===== src/rtl/f2p_pkg.sv =====
`default_nettype none
package f2p_pkg;

  localparam logic [1:0] FMT_F32 = 2'd0;
  localparam logic [1:0] FMT_S8  = 2'd1;
  localparam logic [1:0] FMT_S16 = 2'd2;
  localparam logic [1:0] FMT_S32 = 2'd3;

  localparam logic [2:0] BYTES_F32 = 3'd4;
  localparam logic [2:0] BYTES_S8  = 3'd1;
  localparam logic [2:0] BYTES_S16 = 3'd2;
  localparam logic [2:0] BYTES_S32 = 3'd4;

  // sideband that travels with each item through the pipe
  typedef struct packed {
    logic       valid;
    logic [1:0] fmt;
    logic       block_end;
  } ctl_t;

  function automatic logic [2:0] bytes_for(input logic [1:0] fmt);
    logic [2:0] b;
    unique case (fmt)
      FMT_S8:  b = BYTES_S8;
      FMT_S16: b = BYTES_S16;
      FMT_S32: b = BYTES_S32;
      default: b = BYTES_F32;
    endcase
    return b;
  endfunction

endpackage
`default_nettype wire


===== src/rtl/f2p_scale.sv =====
`default_nettype none
// clamp, exact integer product, then float rounding to 24 bits and truncation
module f2p_scale (
  input  wire logic             clk_i,
  input  wire logic             rst_ni,
  input  wire f2p_pkg::ctl_t    ctl_i,
  input  wire logic [31:0]      bits_i,
  output f2p_pkg::ctl_t         ctl_o,
  output logic [31:0]           word_o
);
  import f2p_pkg::*;

  // ---- stage 1: decode and clamp to a 24-bit mantissa with exponent
  ctl_t        ctl1_q;
  logic [31:0] raw1_q;
  logic        sgn1_q, one1_q, zero1_q;
  logic [23:0] man1_q;
  logic [4:0]  sh1_q;       // value = man * 2^-(sh+23) ; sh in 1..31 else zero

  logic        sgn_d, one_d, zero_d;
  logic [23:0] man_d;
  logic [4:0]  sh_d;
  logic [7:0]  e;

  always_comb begin
    e      = bits_i[30:23];
    sgn_d  = bits_i[31];
    one_d  = 1'b0;
    zero_d = 1'b0;
    man_d  = {1'b1, bits_i[22:0]};
    sh_d   = 5'd1;
    if (e == 8'hff && bits_i[22:0] != 23'd0) begin
      sgn_d = 1'b0; one_d = 1'b1;
    end else if (e >= 8'd127) begin
      one_d = 1'b1;
    end else if (e < 8'd96) begin
      zero_d = 1'b1;   // below 2^-31: every product truncates to zero
    end else begin
      sh_d = 5'(8'd127 - e);
    end
  end

  always_ff @(posedge clk_i or negedge rst_ni) begin
    if (!rst_ni) begin
      ctl1_q <= '0;
    end else begin
      ctl1_q <= ctl_i;
    end
  end

  always_ff @(posedge clk_i) begin
    raw1_q  <= bits_i;
    sgn1_q  <= sgn_d;
    one1_q  <= one_d;
    zero1_q <= zero_d;
    man1_q  <= man_d;
    sh1_q   <= sh_d;
  end

  // ---- stage 2: multiply mantissa by the integer scale
  logic [15:0] scl;
  always_comb begin
    unique case (ctl1_q.fmt)
      FMT_S8:  scl = 16'd127;
      FMT_S16: scl = 16'd32767;
      default: scl = 16'd1;
    endcase
  end

  ctl_t        ctl2_q;
  logic [31:0] raw2_q;
  logic        sgn2_q, one2_q, zero2_q;
  logic [39:0] prod2_q;
  logic [4:0]  sh2_q;

  always_ff @(posedge clk_i or negedge rst_ni) begin
    if (!rst_ni) begin
      ctl2_q <= '0;
    end else begin
      ctl2_q <= ctl1_q;
    end
  end

  always_ff @(posedge clk_i) begin
    raw2_q  <= raw1_q;
    sgn2_q  <= sgn1_q;
    one2_q  <= one1_q;
    zero2_q <= zero1_q;
    prod2_q <= man1_q * scl;
    sh2_q   <= sh1_q;
  end

  // ---- stage 3: round product to 24 significant bits (rne), keep int part
  // product value = prod * 2^-(sh+23); rounding only matters for s8/s16
  logic [39:0] rnd;
  logic [5:0]  lead;
  logic [5:0]  drop;
  logic [39:0] half, mask, low;
  logic [40:0] up;
  always_comb begin
    lead = 6'd0;
    for (int i = 0; i < 40; i++) begin
      if (prod2_q[i]) lead = 6'(i);
    end
    drop = (lead > 6'd23) ? 6'(lead - 6'd23) : 6'd0;
    mask = (40'd1 << drop) - 40'd1;
    half = (drop == 6'd0) ? 40'd0 : (40'd1 << (drop - 6'd1));
    low  = prod2_q & mask;
    up   = {1'b0, prod2_q & ~mask};
    if (drop != 6'd0 && (low > half ||
        (low == half && prod2_q[drop]))) begin
      up = up + (41'd1 << drop);
    end
    rnd = up[39:0];
  end

  ctl_t        ctl3_q;
  logic [31:0] raw3_q;
  logic        sgn3_q, one3_q, zero3_q;
  logic [39:0] rnd3_q;
  logic [4:0]  sh3_q;

  always_ff @(posedge clk_i or negedge rst_ni) begin
    if (!rst_ni) begin
      ctl3_q <= '0;
    end else begin
      ctl3_q <= ctl2_q;
    end
  end

  always_ff @(posedge clk_i) begin
    raw3_q  <= raw2_q;
    sgn3_q  <= sgn2_q;
    one3_q  <= one2_q;
    zero3_q <= zero2_q;
    rnd3_q  <= rnd;
    sh3_q   <= sh2_q;
  end

  // ---- stage 4: shift to integer, apply sign and saturation
  logic [39:0] mag40;
  logic [31:0] mag, sres, word_d;
  always_comb begin
    if (ctl3_q.fmt == FMT_S32) begin
      // times 2^31 is exact: value = man * 2^(8-sh)
      mag40 = (sh3_q <= 5'd8) ? (rnd3_q << (5'd8 - sh3_q))
                              : (rnd3_q >> (sh3_q - 5'd8));
    end else begin
      mag40 = rnd3_q >> (6'(sh3_q) + 6'd23);
    end
    mag = mag40[31:0];
    if (zero3_q) mag = 32'd0;
    unique case (ctl3_q.fmt)
      FMT_S8:  if (one3_q) mag = 32'd127;
      FMT_S16: if (one3_q) mag = 32'd32767;
      default: if (one3_q) mag = 32'h8000_0000;
    endcase
    sres = sgn3_q ? (32'd0 - mag) : mag;
    if (ctl3_q.fmt == FMT_S32 && !sgn3_q && mag[31]) sres = 32'h7fff_ffff;
    word_d = (ctl3_q.fmt == FMT_F32) ? raw3_q : sres;
  end

  always_ff @(posedge clk_i or negedge rst_ni) begin
    if (!rst_ni) begin
      ctl_o <= '0;
    end else begin
      ctl_o <= ctl3_q;
    end
  end

  always_ff @(posedge clk_i) begin
    word_o <= word_d;
  end

endmodule
`default_nettype wire


===== src/rtl/float_to_pcm_sample_converter.sv =====
`default_nettype none
// float32 to pcm converter, four register stages
// a result strobes on done_o once its start transfer has passed the four register stages
// throughput: one sample per cycle, busy is always low and the receiver cannot stall
// reset: asynchronous active low, clears the valid pipe and sets format to float32
// format writes are taken at any time; ready is always high
module float_to_pcm_sample_converter (
  input  wire logic        clk_i,
  input  wire logic        rst_ni,
  input  wire logic        start,
  output logic             busy,
  input  wire logic [31:0] sample_bits_i,
  input  wire logic        block_end_in_i,
  input  wire logic        cfg_valid_i,
  output logic             cfg_ready_o,
  input  wire logic [1:0]  cfg_data_i,
  output logic             done_o,
  output logic [31:0]      pcm_word_o,
  output logic [2:0]       sample_bytes_o,
  output logic             block_end_out_o
);
  import f2p_pkg::*;

  logic [1:0] fmt_q;
  ctl_t       ctl_in, ctl_out;

  // no back pressure anywhere: the pipe always moves
  assign busy        = 1'b0;
  assign cfg_ready_o = 1'b1;

  always_ff @(posedge clk_i or negedge rst_ni) begin
    if (!rst_ni) begin
      fmt_q <= FMT_F32;
    end else if (cfg_valid_i) begin
      fmt_q <= cfg_data_i;
    end
  end

  // format is captured per item so it travels with the sample
  assign ctl_in = '{valid: start, fmt: fmt_q, block_end: block_end_in_i};

  f2p_scale u_scale (
    .clk_i  (clk_i),
    .rst_ni (rst_ni),
    .ctl_i  (ctl_in),
    .bits_i (sample_bits_i),
    .ctl_o  (ctl_out),
    .word_o (pcm_word_o)
  );

  assign done_o          = ctl_out.valid;
  assign sample_bytes_o  = bytes_for(ctl_out.fmt);
  assign block_end_out_o = ctl_out.block_end;

endmodule
`default_nettype wire


===== config.mk =====
export PLATFORM = sky130hd
export DESIGN_NAME = float_to_pcm_sample_converter
export DESIGN_NICKNAME = d
export VERILOG_FILES = /design/src/rtl/f2p_pkg.sv /design/src/rtl/f2p_scale.sv /design/src/rtl/float_to_pcm_sample_converter.sv
export SDC_FILE = /design/constraint.sdc
export NUM_CORES = 1
export LEC_CHECK = 0
export BUFFER_PORTS_ARGS = -buffer_cell sky130_fd_sc_hd__buf_2
export CAP_MARGIN = 5
export CORE_ASPECT_RATIO = 0.75
export CORE_MARGIN = 2
export CORE_UTILIZATION = 59
export DETAILED_ROUTE_END_ITERATION = 7
export HOLD_SLACK_MARGIN = 0.08
export PLACE_DENSITY_LB_ADDON = 0.12
export SLEW_MARGIN = 20
export SYNTH_ARGS = -nofsm -noshare
export SYNTH_HDL_FRONTEND = slang
export SYNTH_SLANG_ARGS = --single-unit
export TNS_END_PERCENT = 1

===== constraint.sdc =====
create_clock -name clk_i -period 9.1 [get_ports clk_i]
set_input_delay 1.82 -clock clk_i [delete_from_list [all_inputs] [get_ports clk_i]]
set_output_delay 1.82 -clock clk_i [all_outputs]
set_load 0.005 [all_outputs]

==> impl_results.md, run 1 <==
- Clock transition at path regs: approximately 0.06 ns
- Initial core utilization: 59.3%
- Worst reg-to-reg path cell count: 24
- Worst skew pair latency: 0.55 ns
- Yosys Warn Count: 0
- Most used DFF post-synth: dfxtp_1
- Initial DRC count: 2450
- Root Buffer: clkbuf_16
- GP Congestion: 1.00
- Sequential share of the synthesized area: 20.4%
- Clock sink count: about 250
- Hold depth: 0
- Area of the multi-input gates: 0.0183 mm^2
- Crit-path cells: inv_1, ha_1, buf_4, nor2b_1, fa_1, fa_1, fa_1, inv_1, fa_1, inv_1, fa_1, fa_1, ha_1, a2111oi_0, o211ai_1, a31oi_1, o21ai_0, a41oi_1, a21oi_1, a41o_1, or4_1, a31o_2, a21oi_1, xnor2_1
- Synthesized area: 0.0248 mm^2
- Post-DP HPWL: between 50000 and 60000 um
- Total Nets Final: 3203
- First-pass DRT Iterations: 6
- GR Overflow Total: 0
- CTS tree: yes
- Fmax: around 0.12 GHz
- Die Height: roughly 180 um
- H-tree lvl count: 1
- Total track usage: 34.0%
- CP max-delay cell: a2111oi_0
- Slew margin rel.: 20.9%
- PortBufs: 75
- Slowest stage delay, CP: 0.71 ns
- DRC: 0
- Final worst path period share: 92.9%
- Unique masters post-synth: between 90 and 100
- Post-Syn Instances: 2650
- Data required, critical path: roughly 9.6 ns
- Clock Path Buffers: 3
- Synth-to-Final Area Change: 7.66%
- Max_cap viols: 0
- Final setup viols: 0
- Most frequent CP cell: fa_1
- CP max FO: 16
- Avg Cell Area, Syn: 9.36 um^2
- Worst Skew: between 0.01 and 0.015 ns
- Setup ws final: 0.649 ns
- Status: finished, final reports clean
- First-pass GRT wire length: 115000 um
- Worst Setup End Kind: flip-flop
- Register Area: between 0.005 and 0.006 mm^2
- Diodes inserted: 0
- Least-Margin Pin Slew: between 1 and 1.5 ns
- Data arrival, critical path: 8.93 ns
- WL final: about 73000 um
- Layout cells sized above 1: 10.7%
- Fin. Hold Viols: 0
- Max Slew Vio Count: 0
- Core ar.: between 0.04 and 0.05 mm^2
- EDFF count, synth: 0
- Vias in the first global route: 19800
- Antenna Nets Post-Route: 0
- Row count: 65
- Cts bufs inserted: 25
- Vias per cell: just over 6
- Setup WS pre-CTS: 0.628 ns
- Die width: 241 um
- Cell Count, Final, Fillers Out: 3308
- Initial antenna violation count: 0
- DR vias: 20400
- Average routed wire per standard cell: about 22 um
- Placed cells: 3262
- Worst Hold Class: flip-flop to flip-flop
- Largest net degree at the start of global routing: 48
- # IOs: between 70 and 80
- Minimum clock period: 8.45 ns
- Startpoint Class: flip-flop
- Synth Register Bits: roughly 250
- Crit Path Class: flip-flop to flip-flop
- Synth async-reset ratio: 7.26%
- Die ar.: 0.0437 mm^2
- Fill count: 3518
[synthesized netlist by cell type, types with 11 or more instances]
master / number / area share (%)
nor2_1: 178 / 2.7
nor3_1: 58 / 1.2
nor2b_1: 49 / 1.2
nand3_1: 43 / 0.87
o211ai_1: 12 / 0.36
o31ai_1: 20 / 0.61
xor2_1: 32 / 1.1
mux2_2: 36 / 1.6
o21ai_0: 136 / 2.7
and2_1: 54 / 1.4
mux4_2: 67 / 6.1
a31oi_1: 14 / 0.35
mux2i_1: 65 / 2.6
nand2_1: 168 / 2.5
dfrtp_1: 18 / 1.8
inv_1: 320 / 4.8
xnor2_1: 56 / 2.0
a211oi_1: 16 / 0.48
a21oi_1: 139 / 2.8
o21ai_1: 12 / 0.24
nand2b_1: 35 / 0.88
dfxtp_1: 230 / 19
or3_1: 24 / 0.61
clkbuf_1: 78 / 1.2
nor4_1: 18 / 0.45
nand4_1: 23 / 0.58
o21bai_1: 12 / 0.36
o21a_1: 11 / 0.33
and3_1: 26 / 0.66
ha_1: 184 / 9.3
buf_2: 14 / 0.28
o22ai_1: 11 / 0.28
fa_1: 260 / 21
or4_1: 11 / 0.33
a21o_1: 50 / 1.5
[worst paths after layout]
check	end	slack [ns]	start
setup / recovery	u_scale.prod2_q[37]$_DFF_P_	0.65	u_scale.ctl1_q[1]$_DFF_PN0_
hold / removal	u_scale.sgn3_q$_DFF_P_	0.32	u_scale.sgn2_q$_DFF_P_
setup reg to reg	u_scale.prod2_q[37]$_DFF_P_	0.65	u_scale.ctl1_q[1]$_DFF_PN0_
hold reg to reg	u_scale.sgn3_q$_DFF_P_	0.32	u_scale.sgn2_q$_DFF_P_
max in group asynchronous	u_scale.ctl_o[1]$_DFF_PN0_	7.63	rst_ni
min in group asynchronous	u_scale.ctl3_q[0]$_DFF_PN0_	1.19	rst_ni
[sequential cells by signal (all words and copies together), names as in the netlist]
signal and flops:
u_scale.raw1_q 32, u_scale.ctl_o 4, u_scale.one1_q 1, u_scale.raw2_q 32, u_scale.sh1_q 5, u_scale.sh2_q 5, u_scale.prod2_q 38, u_scale.one3_q 1
u_scale.zero2_q 1, u_scale.sgn2_q 1, u_scale.zero3_q 1, u_scale.raw3_q 32, u_scale.sgn1_q 1, fmt_q 2, u_scale.zero1_q 1, u_scale.ctl2_q 4
u_scale.ctl1_q 4, u_scale.ctl3_q 4, u_scale.word_o 32, u_scale.one2_q 1, u_scale.rnd3_q 40, u_scale.sgn3_q 1, u_scale.sh3_q 5
[cell type report]
class | instances | area share, %
Clock buffer | 33 | 2.60
Clock inverter | 13 | 0.543
Inverter | 320 | 4.50
Multi-Input combinational cell | 2018 | 68.4
Sequential cell | 248 | 18.9
Tap cell | 569 | 2.67
Timing Repair Buffer | 107 | 2.31
[through the flow]
stage	TNS (ns)	util (%)	hold WS, ns	instance area [um^2]
after global routing	-0.00216	63.9	0.330	26700
final	0	63.9	0.321	26700
after detailed placement	0	61.8	0.312	25800
after CTS	0	63.8	0.323	26700
after global placement	0	61.8	0.310	25800
after floorplan	0	-	0.310	25000
[cells by family (layout without fill, tap and decap cells)]
family | after synthesis | after routing | share of synthesized area [%]
mux | 173 | 173 | 10.7
flops | 248 | 248 | 20.4
other cells | 2 | 49 | 0.0303
fa+ha+maj | 444 | 444 | 30.3
simple gates | 722 | 722 | 14.6
xor+xnor | 88 | 88 | 3.11
buf+inv | 431 | 473 | 6.80
compound gates | 542 | 542 | 14.1
[placed cells by master, fill, tap and decap left out, types with 32 or more instances in the layout]
master    count
inv_1       320
fa_1        260
dfxtp_1     228
ha_1        184
nor2_1      176
nand2_1     168
a21oi_1     139
o21ai_0     136
buf_2        75
mux4_2       67
mux2i_1      65
nor3_1       58
xnor2_1      56
and2_1       54
a21o_1       50
conb_1       49
nor2b_1      45
nand3_1      43
mux2_2       36
nand2b_1     35
buf_4        32
[repair_timing]
| item | CTS | global route |
|---|---|---|
| endpoints found under the setup margin | 0 | 1 |
| buffers inserted | 0 | 0 |
| hold buffers | 0 | 0 |
| gates resized for setup | 0 | 5 |
[critical path: cells and delay by family, from the launching register on]
kind / cells / cell delay, ns
flops: 1 / 0.36
compound gates: 9 / 2.64
fa+ha+maj: 8 / 3.76
simple gates: 2 / 1.04
buf+inv: 4 / 0.46
xor+xnor: 1 / 0.13
[layer usage]
| layer | part of all wire, % | global-route usage, % | vias up | wire length, um |
|---|---|---|---|---|
| li1 | - | - | 9274 | - |
| met1 | 45 | 51.8 | 9911 | 32500 |
| met2 | 43 | 50.1 | 1057 | 31100 |
| met3 | 10 | 6.89 | 138 | 7480 |
| met4 | 2.4 | 7.04 | 0 | 1780 |
| met5 | 0 | 0.224 | - | 0 |
Power of run 1 is not shown: default switching activity piles up to over one toggle a cycle in this logic, so the estimate is an artifact.
==> inputs of run 2 (changes only) <==
--- a/config.mk
+++ b/config.mk
@@ -5,6 +5,7 @@
 export SDC_FILE = /design/constraint.sdc
 export NUM_CORES = 1
 export LEC_CHECK = 0
+export ABC_AREA = 1
 export BUFFER_PORTS_ARGS = -buffer_cell sky130_fd_sc_hd__buf_2
 export CAP_MARGIN = 5
 export CORE_ASPECT_RATIO = 0.75
@@ -12,7 +13,7 @@
 export CORE_UTILIZATION = 59
 export DETAILED_ROUTE_END_ITERATION = 7
 export HOLD_SLACK_MARGIN = 0.08
-export PLACE_DENSITY_LB_ADDON = 0.12
+export PLACE_DENSITY = 0.76
 export SLEW_MARGIN = 20
 export SYNTH_ARGS = -nofsm -noshare
 export SYNTH_HDL_FRONTEND = slang
==> impl_results.md, run 2 <==
- GP Congestion: 1.05 (+4.5%)
- WL met1: 31600 um (-2.5%)
- Synthesized area: 0.0243 mm^2 (-2.0%)
- Worst Skew: 0.0185 ns (+0.00439 ns)
- CTS tree: yes
- Initial antenna violation count: 2 (+2)
- # IOs: 78 (unchanged)
- Die ar.: 0.0429 mm^2 (-1.9%)
- Die width: 238 um (-0.98%)
- CP max-delay cell: nor2_1
- Worst Setup End Kind: flip-flop
- Yosys top cell area share: 21.4% (+0.42 points)
- Row count: 64 (-1.5%)
- GR Overflow Total: 0 (unchanged)
- Data required, critical path: 9.54 ns (-0.04 ns)
- Fmax: 0.118 GHz (about the same)
- Setup TNS Final: 0 ns (unchanged)
- RSZ-0062 raised after global routing: no
- Worst Hold Class: flip-flop to flip-flop
- EDFF count, synth: 0 (unchanged)
- DRC: 0 (unchanged)
- First-pass DRT Iterations: 6 (unchanged)
- Yosys Warn Count: 0 (unchanged)
- Total track usage: 34.0% (about the same)
- Most common cell in the netlist: nand2_1
- Fin. Hold Viols: 0 (unchanged)
- Layout cells sized above 1: 6.80% (-3.9 points)
- Crit Path Class: flip-flop to flip-flop
- Minimum clock period: 8.44 ns (-0.00768 ns)
- Max Slew Vio Count: 0 (unchanged)
- Unique masters post-synth: 68 (-27%)
- Largest net degree at the start of global routing: 65 (+35%)
- Top Layer Used: met4
- Post-Syn Instances: 3242 (+22%)
- Initial core utilization: 59.8% (+0.43 points)
- Vias in the first global route: 21400 (+8.1%)
- Most frequent cells in the layout: 698 x nand2_1, 569 x inv_1, 280 x nor2_1
- Most flops, register: u_scale.rnd3_q
- Leading post-synthesis cells by cell area: fa_1 21%, dfxtp_1 19%, nand2_1 11%
- Synth Register Bits: 248 (unchanged)
- WL final: 71500 um (-1.9%)
- Data arrival, critical path: 8.89 ns (-0.04 ns)
- PortBufs: 75 (unchanged)
- Startpoint Class: flip-flop
- Clock transition at path regs: 0.07 ns (about the same)
- Average routed wire per standard cell: 18.5 um (-16%)
- Slowest stage delay, CP: 0.56 ns (-0.15 ns)
- Max_cap viols: 0 (unchanged)
- First-pass GRT wire length: 115000 um (+0.52%)
- Fill count: 3566 (+1.4%)
- Final worst path period share: 92.8% (about the same)
- Cts bufs inserted: 25 (unchanged)
- Biggest regs: u_scale.rnd3_q x40, u_scale.prod2_q x38
- Status: finished, final reports clean
- Antenna Nets Post-Route: 0 (unchanged)
- Post-cts repair resize count: 0 (unchanged)
- Final setup viols: 0 (unchanged)
- DR vias: 21600 (+6.0%)
- Least-Margin Pin Slew: 0.862 ns (-0.322 ns)
- Vias per cell: 5.59 (-9.3%)
- Slew margin rel.: 42.3% (+21 points)
- Synth async-reset ratio: 7.26% (unchanged)
- Routed wl met2: 32100 um (+3.0%)
- Initial DRC count: 2011 (-18%)
- Clock sink count: 248 (unchanged)
- CP max FO: 17 (+1)
- Most frequent CP cell: a21oi_1
- Most frequent cells after synthesis: 698 x nand2_1, 569 x inv_1, 281 x nor2_1, 260 x fa_1, 230 x dfxtp_1
- Core ar.: 0.0407 mm^2 (-2.7%)
- Avg Cell Area, Syn: 7.50 um^2 (-20%)
- Synth-to-Final Area Change: 7.46%
- Root Buffer: clkbuf_16
- Most used DFF post-synth: dfxtp_1
- Worst skew pair latency: 0.56 ns (about the same)
- Largest register FFs: 40 (unchanged)
- Post-CTS setup buffers: 0 (unchanged)
- Metal3 WL: 6050 um (-19%)
- Commonest non-fill, non-tap cell in the layout: nand2_1
- CTS Hold Bufs: 0 (unchanged)
- H-tree lvl count: 1 (unchanged)
- Post-DP HPWL: 59600 um (-0.40%)
- Cell taking the most area after synthesis: fa_1
- Clock Path Buffers: 3 (unchanged)
- Die Height: 180 um (-0.97%)
- Sequential share of the synthesized area: 20.8% (+0.41 points)
- Total Nets Final: 3801 (+19%)
==> run 2: path summary, 6_finish.rpt <==
path                                                    end                   startpoint  depth (start not counted)  slack, ns
worst max-delay path            u_scale.prod2_q[37]$_DFF_P_  u_scale.ctl1_q[1]$_DFF_PN0_                         39       0.66
worst max register to register  u_scale.prod2_q[37]$_DFF_P_  u_scale.ctl1_q[1]$_DFF_PN0_                         39       0.66
min in group asynchronous       u_scale.ctl1_q[0]$_DFF_PN0_                       rst_ni                          1       1.18
max in group asynchronous        u_scale.ctl_o[3]$_DFF_PN0_                       rst_ni                          1       7.62
worst min-delay path              u_scale.raw3_q[5]$_DFF_P_    u_scale.raw2_q[5]$_DFF_P_                          0       0.32
worst min register to register    u_scale.raw3_q[5]$_DFF_P_    u_scale.raw2_q[5]$_DFF_P_                          0       0.32
==> run 2: final cells by class <==
type | instances | area, um^2 | share of cell area [%]
Inverter | 599 | 2250 | 8.62
Clock buffer | 30 | 686 | 2.62
Clock inverter | 16 | 179 | 0.685
Timing Repair Buffer | 94 | 531 | 2.03
Antenna cell | 1 | 2.50 | 0.00958
Tap cell | 528 | 661 | 2.53
Multi-Input combinational cell | 2350 | 16800 | 64.2
Sequential cell | 248 | 5050 | 19.3
==> run 2: critical path: cells and delay by family, from the launching register on <==
family                   cells  cell delay [ns]
AO/OA/AOI/OAI               14             2.09
XOR/XNOR                     1             0.14
adder cells (fa/ha/maj)      8             3.84
buffers and inverters        5             0.50
flip-flops                   1             0.35
AND/OR/NAND/NOR             11             1.38
==> run 2: cell families after synthesis <==
logic type / Yosys count / share of synthesized area, %
AND/OR/NAND/NOR: 1196 / 20.5
buffers and inverters: 691 / 11.1
adder cells (fa/ha/maj): 444 / 30.9
multiplexers: 15 / 0.628
XOR/XNOR: 86 / 3.10
other: 2 / 0.0309
flip-flops: 248 / 20.8
AO/OA/AOI/OAI: 560 / 13.0
==> run 2: layer usage <==
metal	global-route usage, %	vias to the layer above
met5	0	-
met4	8.08	0
li1	-	10400
met1	48.4	10300
met2	53.6	836
met3	6.70	123
==> run 2: through the flow <==
step / instance area, um^2 / hold WS, ns / util, % / cells / worst slack (ns)
6_report: 26100 / 0.323 / 64.2 / 3866 / 0.657
5_1_grt: 26100 / 0.328 / 64.2 / 3865 / 0.0904
4_1_cts: 26100 / 0.311 / 64.2 / 3865 / 0.609
3_5_place_dp: 25300 / 0.312 / 62.1 / 3819 / 0.676
3_3_place_gp: 25300 / 0.310 / 62.1 / 3819 / 0.859
2_1_floorplan: 24500 / 0.310 / - / 3289 / 1.50
Power of run 2 is left out for the same reason.
